## src/rtl/idl_pkg.sv

```systemverilog
// idl_pkg: shared types and constants of the indexed deque list
// holds sizes, action and status codes and the cell operation struct
// no dependencies
package idl_pkg;

    localparam int DEPTH      = 16;
    localparam int DATA_WIDTH = 32;
    localparam int IDX_W      = $clog2(DEPTH);
    localparam int CNT_W      = $clog2(DEPTH + 1);
    localparam int ACT_W      = 3;
    localparam int POS_W      = 5;
    localparam int STAT_W     = 2;

    typedef enum logic [ACT_W-1:0] {
        ACT_PUSH_BACK  = 3'd0,
        ACT_PUSH_FRONT = 3'd1,
        ACT_POP_BACK   = 3'd2,
        ACT_POP_FRONT  = 3'd3,
        ACT_INSERT     = 3'd4,
        ACT_DELETE     = 3'd5,
        ACT_GET        = 3'd6,
        ACT_CLEAR      = 3'd7
    } t_action;

    typedef enum logic [STAT_W-1:0] {
        ST_OK     = 2'd0,
        ST_EMPTY  = 2'd1,
        ST_BADIDX = 2'd2,
        ST_FULL   = 2'd3
    } t_status;

    // what the cell array does for one request
    typedef struct packed {
        logic             en;
        logic             ins;
        logic             del;
        logic [IDX_W-1:0] pos;
        logic             rd;
        logic [IDX_W-1:0] rd_idx;
    } t_cell_op;

endpackage

```

## src/rtl/idl_if.sv

```systemverilog
// idl_req_if and idl_rsp_if: valid/ready channels of the indexed deque list
// depends on idl_pkg
interface idl_req_if;
    logic                        valid;
    logic                        ready;
    logic [idl_pkg::ACT_W-1:0]   action;
    logic [idl_pkg::POS_W-1:0]   position;
    logic [idl_pkg::DATA_WIDTH-1:0] value;

    modport source (output valid, action, position, value, input ready);
    modport sink   (input valid, action, position, value, output ready);
endinterface

interface idl_rsp_if;
    logic                        valid;
    logic                        ready;
    logic [idl_pkg::DATA_WIDTH-1:0] data_out;
    logic [idl_pkg::STAT_W-1:0]  status;
    logic [idl_pkg::CNT_W-1:0]   count;

    modport source (output valid, data_out, status, count, input ready);
    modport sink   (input valid, data_out, status, count, output ready);
endinterface

```

## src/rtl/idl_ctrl.sv

```systemverilog
// idl_ctrl: decodes one request against the current count
// gives status, next count and the cell operation; depends on idl_pkg
module idl_ctrl (
    input  logic                      i_en,
    input  logic [idl_pkg::ACT_W-1:0] i_action,
    input  logic [idl_pkg::POS_W-1:0] i_position,
    input  logic [idl_pkg::CNT_W-1:0] i_count,
    output logic [idl_pkg::STAT_W-1:0] o_status,
    output logic [idl_pkg::CNT_W-1:0] o_count,
    output idl_pkg::t_cell_op         o_op
);
    import idl_pkg::*;

    localparam logic [CNT_W-1:0] FULL_CNT = CNT_W'(DEPTH);
    localparam logic [CNT_W-1:0] ONE      = CNT_W'(1);

    t_status          w_status;
    t_cell_op         w_op;
    logic [CNT_W-1:0] w_count;
    logic [CNT_W-1:0] w_last;

    assign w_last = i_count - ONE;

    always_comb begin
        w_status  = ST_OK;
        w_count   = i_count;
        w_op      = '0;
        w_op.en   = i_en;
        unique case (t_action'(i_action))
            ACT_PUSH_BACK, ACT_PUSH_FRONT: begin
                if (i_count == FULL_CNT) begin
                    w_status = ST_FULL;
                end else begin
                    w_op.ins = 1'b1;
                    w_op.pos = (t_action'(i_action) == ACT_PUSH_BACK) ?
                               i_count[IDX_W-1:0] : '0;
                    w_count  = i_count + ONE;
                end
            end
            ACT_POP_BACK, ACT_POP_FRONT: begin
                if (i_count == '0) begin
                    w_status = ST_EMPTY;
                end else begin
                    w_op.rd  = 1'b1;
                    // pop back reads the tail and leaves the cells in place
                    if (t_action'(i_action) == ACT_POP_BACK) begin
                        w_op.rd_idx = w_last[IDX_W-1:0];
                    end else begin
                        w_op.rd_idx = '0;
                        w_op.del    = 1'b1;
                        w_op.pos    = '0;
                    end
                    w_count = w_last;
                end
            end
            ACT_INSERT: begin
                if (CNT_W'(i_position) > i_count) begin
                    w_status = ST_BADIDX;
                end else if (i_count == FULL_CNT) begin
                    w_status = ST_FULL;
                end else begin
                    w_op.ins = 1'b1;
                    w_op.pos = i_position[IDX_W-1:0];
                    w_count  = i_count + ONE;
                end
            end
            ACT_DELETE: begin
                if (CNT_W'(i_position) >= i_count) begin
                    w_status = ST_BADIDX;
                end else begin
                    w_op.del = 1'b1;
                    w_op.pos = i_position[IDX_W-1:0];
                    w_count  = w_last;
                end
            end
            ACT_GET: begin
                if (CNT_W'(i_position) >= i_count) begin
                    w_status = ST_BADIDX;
                end else begin
                    w_op.rd     = 1'b1;
                    w_op.rd_idx = i_position[IDX_W-1:0];
                end
            end
            ACT_CLEAR: begin
                w_count = '0;
            end
            default: begin
                w_count = i_count;
            end
        endcase
    end

    assign o_status = w_status;
    assign o_count  = w_count;
    assign o_op     = w_op;

endmodule

```

## src/rtl/idl_cells.sv

```systemverilog
// idl_cells: row of data cells, each shifts left, shifts right, loads or holds
// one read port for pop and get; depends on idl_pkg
module idl_cells (
    input  logic                           i_clk,
    input  idl_pkg::t_cell_op              i_op,
    input  logic [idl_pkg::DATA_WIDTH-1:0] i_value,
    output logic [idl_pkg::DATA_WIDTH-1:0] o_rd_data
);
    import idl_pkg::*;

    logic [DATA_WIDTH-1:0] r_cell [DEPTH];

    // read sees the contents before this request updates them
    assign o_rd_data = i_op.rd ? r_cell[i_op.rd_idx] : '0;

    always_ff @(posedge i_clk) begin
        if (i_op.en) begin
            for (int i = 0; i < DEPTH; i++) begin
                if (i_op.ins && IDX_W'(i) == i_op.pos) begin
                    r_cell[i] <= i_value;
                end else if (i_op.ins && IDX_W'(i) > i_op.pos && i > 0) begin
                    r_cell[i] <= r_cell[(i > 0) ? i - 1 : 0];
                end else if (i_op.del && IDX_W'(i) >= i_op.pos && i < DEPTH - 1) begin
                    r_cell[i] <= r_cell[(i < DEPTH - 1) ? i + 1 : i];
                end
            end
        end
    end

endmodule

```

## src/rtl/indexed_deque_list_unit.sv

```systemverilog
// indexed_deque_list_unit: top level of the bounded indexed deque
// request register, idl_ctrl decode, idl_cells storage, response register
// depends on idl_pkg, idl_if, idl_ctrl, idl_cells
//
//   port     dir  carries
//   i_req    in   action, position, value
//   o_rsp    out  data_out, status, count
//
// a request waits in the request register, is decoded as it moves on and is
// answered from the response register; one request a cycle while o_rsp is ready
// every action, shifts included, completes as the request moves on: all cells
// move in parallel
// reset clears the count and both valid flags, cell contents are not cleared
// a stalled response holds the pipe; ready goes low only when both stages hold
module indexed_deque_list_unit (
    input  logic       i_clk,
    input  logic       i_rst_n,
    idl_req_if.sink    i_req,
    idl_rsp_if.source  o_rsp
);
    import idl_pkg::*;

    logic                  r_in_valid;
    logic [ACT_W-1:0]      r_action;
    logic [POS_W-1:0]      r_position;
    logic [DATA_WIDTH-1:0] r_value;

    logic                  r_out_valid;
    logic [DATA_WIDTH-1:0] r_data;
    logic [STAT_W-1:0]     r_status;
    logic [CNT_W-1:0]      r_count;
    logic [CNT_W-1:0]      r_occ;

    logic                  w_adv;
    logic                  w_take;
    logic [STAT_W-1:0]     w_status;
    logic [CNT_W-1:0]      n_occ;
    logic [DATA_WIDTH-1:0] w_rd_data;
    t_cell_op              w_op;

    assign w_adv  = r_in_valid && (!r_out_valid || o_rsp.ready);
    assign w_take = i_req.valid && i_req.ready;
    assign i_req.ready = !r_in_valid || w_adv;

    idl_ctrl u_ctrl (
        .i_en       (w_adv),
        .i_action   (r_action),
        .i_position (r_position),
        .i_count    (r_occ),
        .o_status   (w_status),
        .o_count    (n_occ),
        .o_op       (w_op)
    );

    idl_cells u_cells (
        .i_clk     (i_clk),
        .i_op      (w_op),
        .i_value   (r_value),
        .o_rd_data (w_rd_data)
    );

    always_ff @(posedge i_clk) begin
        if (!i_rst_n) begin
            r_in_valid  <= 1'b0;
            r_out_valid <= 1'b0;
            r_occ       <= '0;
        end else begin
            if (i_req.ready) begin
                r_in_valid <= i_req.valid;
            end
            if (w_adv) begin
                r_out_valid <= 1'b1;
                r_occ       <= n_occ;
            end else if (o_rsp.ready) begin
                r_out_valid <= 1'b0;
            end
        end
    end

    always_ff @(posedge i_clk) begin
        if (w_take) begin
            r_action   <= i_req.action;
            r_position <= i_req.position;
            r_value    <= i_req.value;
        end
        if (w_adv) begin
            r_data   <= w_rd_data;
            r_status <= w_status;
            r_count  <= n_occ;
        end
    end

    assign o_rsp.valid    = r_out_valid;
    assign o_rsp.data_out = r_data;
    assign o_rsp.status   = r_status;
    assign o_rsp.count    = r_count;

    a_occ_bound: assert property (@(posedge i_clk) disable iff (!i_rst_n)
        r_occ <= CNT_W'(DEPTH))
        else $error("occupancy above depth");

    a_reject_keeps_count: assert property (@(posedge i_clk) disable iff (!i_rst_n)
        (w_adv && w_status != ST_OK) |=> (r_occ == $past(r_occ)))
        else $error("rejected request changed the count");

    a_reject_zero_data: assert property (@(posedge i_clk) disable iff (!i_rst_n)
        (r_out_valid && r_status != ST_OK) |-> (r_data == '0))
        else $error("rejected request returned data");

    a_resp_count: assert property (@(posedge i_clk) disable iff (!i_rst_n)
        w_adv |=> (r_count == r_occ))
        else $error("response count differs from occupancy");

endmodule
```

## src/flat_wrapper.sv

```systemverilog
// flat-port wrapper written by rule: the top's interface ports become plain ports
module indexed_deque_list_unit_flat import idl_pkg::*;
  (i_clk, i_rst_n, i_req_valid, i_req_action, i_req_position, i_req_value, i_req_ready, o_rsp_valid, o_rsp_data_out, o_rsp_status, o_rsp_count, o_rsp_ready);
  idl_req_if i_req_i ();
  idl_rsp_if o_rsp_i ();
  input  logic i_clk;
  input  logic i_rst_n;
  input wire logic [$bits(i_req_i.valid)-1:0] i_req_valid;
  input wire logic [$bits(i_req_i.action)-1:0] i_req_action;
  input wire logic [$bits(i_req_i.position)-1:0] i_req_position;
  input wire logic [$bits(i_req_i.value)-1:0] i_req_value;
  output wire logic [$bits(i_req_i.ready)-1:0] i_req_ready;
  output wire logic [$bits(o_rsp_i.valid)-1:0] o_rsp_valid;
  output wire logic [$bits(o_rsp_i.data_out)-1:0] o_rsp_data_out;
  output wire logic [$bits(o_rsp_i.status)-1:0] o_rsp_status;
  output wire logic [$bits(o_rsp_i.count)-1:0] o_rsp_count;
  input wire logic [$bits(o_rsp_i.ready)-1:0] o_rsp_ready;
  assign i_req_i.valid = i_req_valid;
  assign i_req_i.action = i_req_action;
  assign i_req_i.position = i_req_position;
  assign i_req_i.value = i_req_value;
  assign i_req_ready = i_req_i.ready;
  assign o_rsp_valid = o_rsp_i.valid;
  assign o_rsp_data_out = o_rsp_i.data_out;
  assign o_rsp_status = o_rsp_i.status;
  assign o_rsp_count = o_rsp_i.count;
  assign o_rsp_i.ready = o_rsp_ready;
  indexed_deque_list_unit u_core (.i_clk(i_clk), .i_rst_n(i_rst_n), .i_req(i_req_i), .o_rsp(o_rsp_i));
endmodule
```

## config.mk

```make
export PLATFORM = sky130hd
export DESIGN_NAME = indexed_deque_list_unit_flat
export DESIGN_NICKNAME = d
export VERILOG_FILES = /design/src/rtl/idl_pkg.sv /design/src/rtl/idl_if.sv /design/src/rtl/idl_ctrl.sv /design/src/rtl/idl_cells.sv /design/src/rtl/indexed_deque_list_unit.sv /design/src/flat_wrapper.sv
export SDC_FILE = /design/constraint.sdc
export NUM_CORES = 1
export LEC_CHECK = 0
export BUFFER_PORTS_ARGS = -buffer_cell sky130_fd_sc_hd__buf_4
export CAP_MARGIN = 10
export CORE_UTILIZATION = 66
export CTS_CLUSTER_SIZE = 30
export DETAILED_ROUTE_END_ITERATION = 10
export PLACE_DENSITY = 0.84
export SYNTH_ARGS = -nofsm -noshare
export SYNTH_HDL_FRONTEND = slang
export SYNTH_HIERARCHICAL = 1
export SYNTH_SLANG_ARGS = --single-unit
export TNS_END_PERCENT = 100
```

## constraint.sdc

```tcl
create_clock -name i_clk -period 13.3 [get_ports i_clk]
set_input_delay 1.995 -clock i_clk [delete_from_list [all_inputs] [get_ports i_clk]]
set_output_delay 1.995 -clock i_clk [all_outputs]
set_load 0.03 [all_outputs]
```

==> impl_metrics.tcl, run 1 <==
set metrics [dict create \
    required_ns 13.52 \
    min_period_ns 5.98 \
    dieArea_sq_um 51600 \
    cts-root-buf "clkbuf_16" \
    dp_hpwl_mm 54.6 \
    synthXorXnorAreaFrac_pct 0.0523 \
    clkPwrFrac_pct 40.4 \
    finalNetCount 2875 \
    clock_latency_ns 0.61 \
    p_comb_share_pct 9.1 \
    postRouteAntennaNets 0 \
    p_seq_share_pct 50.6 \
    swShare_pct 24.0 \
    clkTransAtPathRegs_ns 0.06 \
    grt_usage_pct 37.5 \
    drtIter0Drc 3152 \
    synth.area.mux_share_pct 23.5 \
    finClkSkew_ns 0.0209 \
    clockBufferDepth 3 \
    cts_hold_buf 0 \
    power_density_nw_per_um2 121 \
    synth_compound_area_share_pct 11.1 \
    multi_input_area_sq_um 14600 \
    rsz0062_at_grt "false" \
    cts_num_sinks 598 \
    htreeDepth 3 \
    synth_edf_count 591 \
    slew_headroom_pct 18.7 \
    post-route-util_pct 72.7 \
    min_path_cells 1 \
    critPathSlowestCell "and2_2" \
    synthTopCellsByArea "edfxtp_1, mux2i_1, nand2_1" \
    seq_area_frac_synth_pct 53.4 \
    syn_inst 2874 \
    row_count 82 \
    power.internal_mw 3.35 \
    synthFlopType "edfxtp_1" \
    leakage_nw 13.6 \
    syn-cell-area_sq_um 33500 \
    crit_chain "buf_4 -> nor2b_4 -> nor2b_4 -> buf_4 -> nand3b_1 -> nor3_2 -> buf_4 -> or2_2 -> and2_2" \
    startpoint_type "input port" \
    die_h_um 227 \
    fill_cells 3372 \
    cts_setup_buffers 0 \
    ios 85 \
    post_synth_and_or_nand_nor_area_fraction_pct 7.80 \
    fin_crit_sh_pct 44.9 \
    area_growth_pct 8.76 \
    grt_pass1_wl_mm 145 \
    wl_mm 96.3 \
    synth_top_family_by_area "multiplexers" \
    synth_top_cell_by_area "edfxtp_1" \
    ys_ff_latch 598 \
    vdd.ir_drop.worst_mv 0.118 \
    synth_top_area_share_pct 53.0 \
    power.total_mw 4.41 \
    drv_slew 0 \
    diodes 0 \
    grt_antenna_before_repair 0 \
    critical_path.endpoint_type "flop" \
    worstPathArrival_ns 6.20 \
    drive_above_1_share_pct 13.5 \
    report.final.hold_viol_count 0 \
    yosys_warnings 6 \
    max_clock_freq_ghz 0.167 \
    postSynth.asyncResetShare_pct 0 \
    critical_path.max_stage_delay_ns 0.89 \
    die_w_um 227 \
    fin_setup_tns_ns 0 \
    vias 24977 \
    grt_pass1_vias 24477 \
    dr.pass1.iters 6 \
    core_sq_um 50100 \
    cts_tree "done" \
    gp_congestion 0.903 \
    io_buffers 84 \
    reg2regPathDepth 11 \
    avgSynthCellArea_sq_um 11.6 \
    cts_buffers 66 \
    worst_slack_ns 7.32 \
    crit_type "in2reg" \
    route.detailed.drc 0 \
    place_ws_ns 6.81 \
    via_per_inst 7.05 \
    detail_route.wl_per_cell_um 27.2 \
    syn-num-nets 2925 \
    hp-class "reg2reg" \
    switchingPower_mw 1.06 \
    synth_fa_ha_area_share_pct 0.262 \
    status "completed" \
    finalSetupViolCount 0 \
    worst_pin_slew_ns 1.22 \
    max_cap_violations 0 \
    initial_core_util_pct 66.8 \
    synth_cell_type_count 67 \
    grt_max_degree 129 \
    crit_path_frequent_cell "buf_4" \
    cp_max_fo 65 \
    seq_area_sq_um 17900 \
    grt-ovfl-total 0 \
    cts_resized 0 \
]
-- synth_stat cells (all sizes together), types with 4 or more instances --
library cell,count
ha,7
o21ai,300
and2,13
dfxtp,7
a21o,8
nand2b,7
a22oi,94
nor2b,7
a32o,4
inv,12
mux2,64
buf,122
mux4,34
a22o,8
nand3,11
o22ai,36
clkbuf,130
edfxtp,591
a21oi,138
mux2i,626
nor2,172
nor3,7
a31oi,24
a221o,5
nand2,410
-- logic make-up after synthesis --
| family | count (synthesis) |
|---|---|
| mux | 724 |
| simple gates | 643 |
| compound gates | 636 |
| flops | 598 |
| buf+inv | 264 |
| fa+ha+maj | 7 |
| xor+xnor | 2 |
-- registers in the layout (all words and copies together), names as in the netlist --
| register | count |
|---|---|
| u_core/u_cells/r_cell | 512 |
| u_core/o_rsp.data_out | 32 |
| u_core/r_value | 32 |
| u_core/o_rsp.count | 5 |
| u_core/r_occ | 5 |
| u_core/r_position | 5 |
| u_core/r_action | 3 |
| u_core/o_rsp.status | 2 |
| u_core/o_rsp.valid | 1 |
| u_core/r_in_valid | 1 |
-- layout by cell type (no fill, tap or decap), types with 4 or more instances in the layout --
| cell type | netlist | layout |
|---|---|---|
| mux2i_1 | 626 | 626 |
| edfxtp_1 | 591 | 591 |
| nand2_1 | 406 | 398 |
| o21ai_0 | 233 | 231 |
| nor2_1 | 170 | 166 |
| a21oi_1 | 138 | 134 |
| buf_4 | 31 | 133 |
| a22oi_1 | 94 | 94 |
| clkbuf_16 | 0 | 71 |
| o21ai_1 | 64 | 63 |
| o22ai_1 | 35 | 35 |
| mux4_2 | 34 | 34 |
| mux2_2 | 34 | 34 |
| mux2_4 | 30 | 30 |
| a31oi_1 | 24 | 23 |
| clkbuf_1 | 129 | 22 |
| nand2_2 | 4 | 12 |
| clkinv_1 | 0 | 11 |
| inv_1 | 12 | 11 |
| clkinv_2 | 0 | 8 |
| and2_2 | 0 | 8 |
| a22o_1 | 8 | 8 |
| a21o_1 | 8 | 8 |
| dfxtp_1 | 7 | 7 |
| ha_1 | 7 | 7 |
| nand3_1 | 10 | 6 |
| nor2b_4 | 1 | 5 |
| nand3_2 | 1 | 5 |
| and2_1 | 13 | 5 |
| a221o_1 | 5 | 5 |
| o21ai_4 | 1 | 5 |
| nor3_1 | 6 | 5 |
| nand2b_2 | 0 | 4 |
| a21oi_4 | 0 | 4 |
| a32o_1 | 4 | 4 |
-- power groups by stage --
stage / combinational [mW] / clock, mW / sequential, mW
after floorplan: 0.280 / 0 / 2.24
after global placement: 0.373 / 0 / 2.26
after detailed placement: 0.390 / 0 / 2.26
after CTS: 0.392 / 1.79 / 2.23
after global routing: 0.424 / 1.86 / 2.23
final: 0.400 / 1.78 / 2.23
-- final timing paths --
path / start / slack, ns / end
min: u_core/r_in_valid / 0.53 / u_core/o_rsp.valid
min reg2reg: u_core/r_in_valid / 0.53 / u_core/o_rsp.valid
max reg2reg: u_core/r_occ[2] / 7.34 / u_core/u_cells/r_cell[4][16]
max: o_rsp_ready / 7.32 / u_core/u_cells/r_cell[2][11]
-- layer usage --
layer | routed length, um | part of all wire, % | vias up | GRT usage [%]
li1 | - | - | 10668 | -
met1 | 35600 | 37 | 12174 | 49.4
met2 | 44900 | 47 | 1799 | 59.1
met3 | 11400 | 12 | 336 | 8.87
met4 | 4390 | 4.6 | 0 | 17.4
met5 | 0 | 0 | - | 0
-- per-stage QoR --
stage / std cells / hold slack, ns / instance area, sq um
final: 3544 / 0.530 / 36400
after global routing: 3544 / 0.558 / 36400
after CTS: 3544 / 0.527 / 36400
after detailed placement: 3428 / 0.512 / 34400
after global placement: 3428 / 0.500 / 34400
after floorplan: 2874 / 0.431 / 33500
-- area by class of cell --
type | count | share of cell area (%)
tap | 672 | 2.31
inverter | 12 | 0.124
sequential | 598 | 49.1
clock buffer | 93 | 5.11
multi-input combinational | 2012 | 40.0
timing repair buffer | 134 | 2.80
clock inverter | 23 | 0.495
-- worst max-delay path, delay by kind of cell --
| kind | cells | cell delay, ns |
|---|---|---|
| buffers and inverters | 3 | 1.34 |
| and+or+nand+nor | 6 | 2.78 |
(Power assumes the default switching activity.)
==> inputs of run 2 (changes only) <==
--- a/config.mk
+++ b/config.mk
@@ -5,12 +5,13 @@
 export SDC_FILE = /design/constraint.sdc
 export NUM_CORES = 1
 export LEC_CHECK = 0
+export ABC_AREA = 1
 export BUFFER_PORTS_ARGS = -buffer_cell sky130_fd_sc_hd__buf_4
 export CAP_MARGIN = 10
-export CORE_UTILIZATION = 66
+export CORE_UTILIZATION = 64
 export CTS_CLUSTER_SIZE = 30
 export DETAILED_ROUTE_END_ITERATION = 10
-export PLACE_DENSITY = 0.84
+export PLACE_DENSITY = 0.81
 export SYNTH_ARGS = -nofsm -noshare
 export SYNTH_HDL_FRONTEND = slang
 export SYNTH_HIERARCHICAL = 1
==> constraint.sdc (replaced) <==
create_clock -name i_clk -period 5.6 [get_ports i_clk]
set_input_delay 0.84 -clock i_clk [delete_from_list [all_inputs] [get_ports i_clk]]
set_output_delay 0.84 -clock i_clk [all_outputs]
set_load 0.03 [all_outputs]
==> run 2 against run 1 <==
Sequential share of layout area decreased by 2.1 points. Largest power group unchanged. Die area increased by 7.7%. Sequential power grew 140%. Clock skew decreased by 0.0089 ns. Worst hold slack lost 0.13 ns. Critical path depth up 8. Worst setup slack worse by 6.4 ns. Synthesized cell count grew 52%. Largest cell class unchanged. Utilization down 2.2 points.
==> impl_metrics.tcl, run 2 <==
set metrics [dict create \
    row_count 85 \
    core_sq_um 53900 \
    clock_latency_ns 0.61 \
    synthTopCellsByArea "edfxtp_1, nand2_1, o21ai_0" \
    max_cap_violations 0 \
    grt_antenna_before_repair 0 \
    htreeDepth 3 \
    dp_hpwl_mm 71.9 \
    cts_resized 0 \
    io_buffers 84 \
    fill_cells 4245 \
    power_density_nw_per_um2 300 \
    top_layer_used "met4" \
    crit_type "reg2reg" \
    grt_pass1_wl_mm 171 \
    syn-cell-area_sq_um 35000 \
    reg2reg_to "u_core/u_cells/r_cell[0][7]" \
    endpoint "u_core/u_cells/r_cell[0][7]" \
    post-route-util_pct 70.5 \
    synth_cell_type_count 35 \
    max_clock_freq_ghz 0.215 \
    reg2regPathDepth 17 \
    cts_tree "done" \
    crit_path_frequent_cell "nand2_1" \
    worst_pin_slew_ns 1.23 \
    postRouteAntennaNets 0 \
    critical_path.endpoint_type "flop" \
    wl_mm 111 \
    grt_max_degree 183 \
    wl_met3_mm 11.5 \
    dr.pass1.iters 6 \
    startpoint_type "flop" \
    ios 85 \
    via_per_inst 6.49 \
    route.detailed.drc 0 \
    cts_num_sinks 598 \
    worst_slack_ns 0.938 \
    fin_crit_sh_pct 83.2 \
    dr_wl_met2_mm 51.6 \
    yosys_warnings 6 \
    hp-class "in2reg" \
    vias 32573 \
    finClkSkew_ns 0.0119 \
    grt_usage_pct 39.7 \
    required_ns 5.85 \
    wl_met1_mm 38.8 \
    detail_route.wl_per_cell_um 22.2 \
    leakage_nw 15.8 \
    gp_congestion 0.939 \
    drv_slew 0 \
    mostFrequentLayoutCells "nand2_1, edfxtp_1, inv_1, o21ai_0, nand3_1" \
    avgSynthCellArea_sq_um 7.99 \
    synth_edf_count 591 \
    rsz0062_at_grt "false" \
    syn_inst 4374 \
    cts_setup_buffers 0 \
    vdd.ir_drop.worst_mv 0.244 \
    critPathSlowestCell "dfxtp_1" \
    synthFlopType "edfxtp_1" \
    cts_hold_buf 0 \
    slew_headroom_pct 17.9 \
    fin_hold_ws_ns 0.402 \
    fin_setup_tns_ns 0 \
    drive_above_1_share_pct 7.52 \
    synthTopCellsByCount "nand2_1, edfxtp_1, inv_1, o21ai_0, nand3_1" \
    critical_path.max_stage_delay_ns 0.47 \
    finalSetupViolCount 0 \
    postSynth.asyncResetShare_pct 0 \
    syn-num-nets 4425 \
    crit_chain "inv_1 -> ha_1 -> nand2_1 -> nor2_1 -> nand2_1 -> nand2_1 -> nand2_1 -> nand2_1 -> inv_1 -> nor2_1 -> nand2_2 -> nor2_4 -> nand2_4 -> nor2_4 -> inv_2 -> nand2_1 -> buf_4" \
    initial_core_util_pct 64.8 \
    reg2reg_slack_ns 0.94 \
    synth_top_cell_by_area "edfxtp_1" \
    grt_pass1_vias 31046 \
    seq_area_frac_synth_pct 51.2 \
    final_common_cell "nand2_1" \
    report.final.hold_viol_count 0 \
    drtIter0Drc 4610 \
    die_h_um 236 \
    place_ws_ns 1.05 \
    cts-root-buf "clkbuf_16" \
    status "completed" \
    clockBufferDepth 3 \
    cts_buffers 68 \
    min_period_ns 4.66 \
    startpoint "u_core/r_occ[3]" \
    placed_cells 4896 \
    power.total_mw 11.4 \
    largest-register "u_core/u_cells/r_cell" \
    placed_area_sq_um 35800 \
    finalNetCount 4323 \
    final_design_area_no_fill_sq_um 38000 \
    yosysMostFrequentCell "nand2_1" \
    worstPathArrival_ns 4.91 \
    area_growth_pct 8.68 \
    cp_max_fo 69 \
    crit-reg2reg-launch "u_core/r_occ[3]" \
    final_cells 5016 \
    grt-ovfl-total 0 \
    largest_reg_flops 512 \
    dieArea_sq_um 55600 \
    ys_ff_latch 598 \
    die_w_um 236 \
    clkTransAtPathRegs_ns 0.06 \
    synth_top_area_share_pct 50.8 \
]
-- run 2: cell types whose count changed in the layout (fill, tap and decap cells not counted), sizes merged, moves of 126 or more --
cell	delta
o21ai	+268
nor2	+126
o211ai	+186
nand2	+762
nand3	+413
mux2i	-626
inv	+464
-- run 2: logic make-up (layout without fill, tap and decap cells) --
group / count (synthesis) / count (layout) / share of synthesized area [%]
AO/OA/AOI/OAI: 1017 / 1017 / 16.2
XOR/XNOR: 5 / 5 / 0.125
buffers and inverters: 838 / 783 / 9.67
AND/OR/NAND/NOR: 1909 / 1909 / 22.5
flip-flops: 598 / 598 / 51.2
other: 0 / 1 / 0
adder cells (fa/ha/maj): 7 / 7 / 0.251
-- run 2: where the power goes --
part | switching, mW | internal (mW) | leakage (nW)
registers | 0.143 | 5.20 | 5.47
clock network | 1.84 | 2.67 | 1.07
logic | 1.07 | 0.463 | 9.28
total | 3.06 | 8.34 | 15.8
-- run 2: area by class of cell --
type                       instances  area [sq um]  share of cell area, %
clock buffer                      90          1920                   5.05
tap                              696           871                   2.29
timing repair buffer             166          1340                   3.53
antenna                            1          2.50                0.00659
sequential                       598         17900                   47.1
multi-input combinational       2938         13800                   36.4
clock inverter                    27           270                  0.711
inverter                         500          1880                   4.95
-- run 2: worst min path at each step --
| stage | from | endpoint | cells after the start | slack, ns |
|---|---|---|---|---|
| 6_report | i_req_value[15] | u_core/r_value[15] | 1 | 0.40 |
| 5_1_grt | i_req_value[31] | u_core/r_value[31] | 1 | 0.39 |
| 4_1_cts | i_req_action[2] | u_core/r_action[2] | 1 | 0.38 |
| 3_5_place_dp | u_core/u_cells/r_cell[3][19] | u_core/u_cells/r_cell[2][19] | 2 | 0.57 |
| 3_3_place_gp | u_core/r_occ[4] | u_core/r_occ[4] | 2 | 0.55 |
| 2_1_floorplan | u_core/r_occ[2] | u_core/r_occ[2] | 2 | 0.45 |
-- run 2: critical path: cells and delay by family, from the launching register on --
| kind | cells | cell delay (ns) |
|---|---|---|
| and+or+nand+nor | 12 | 2.52 |
| buffers and inverters | 4 | 0.96 |
| DFF | 1 | 0.47 |
| adders and majority gates | 1 | 0.29 |
-- run 2: per-layer routing --
layer,vias to the layer above,global-route usage [%]
met1,15111,49.5
met2,2384,62.9
met3,533,6.03
met4,0,30.3
li1,14545,-
met5,-,0
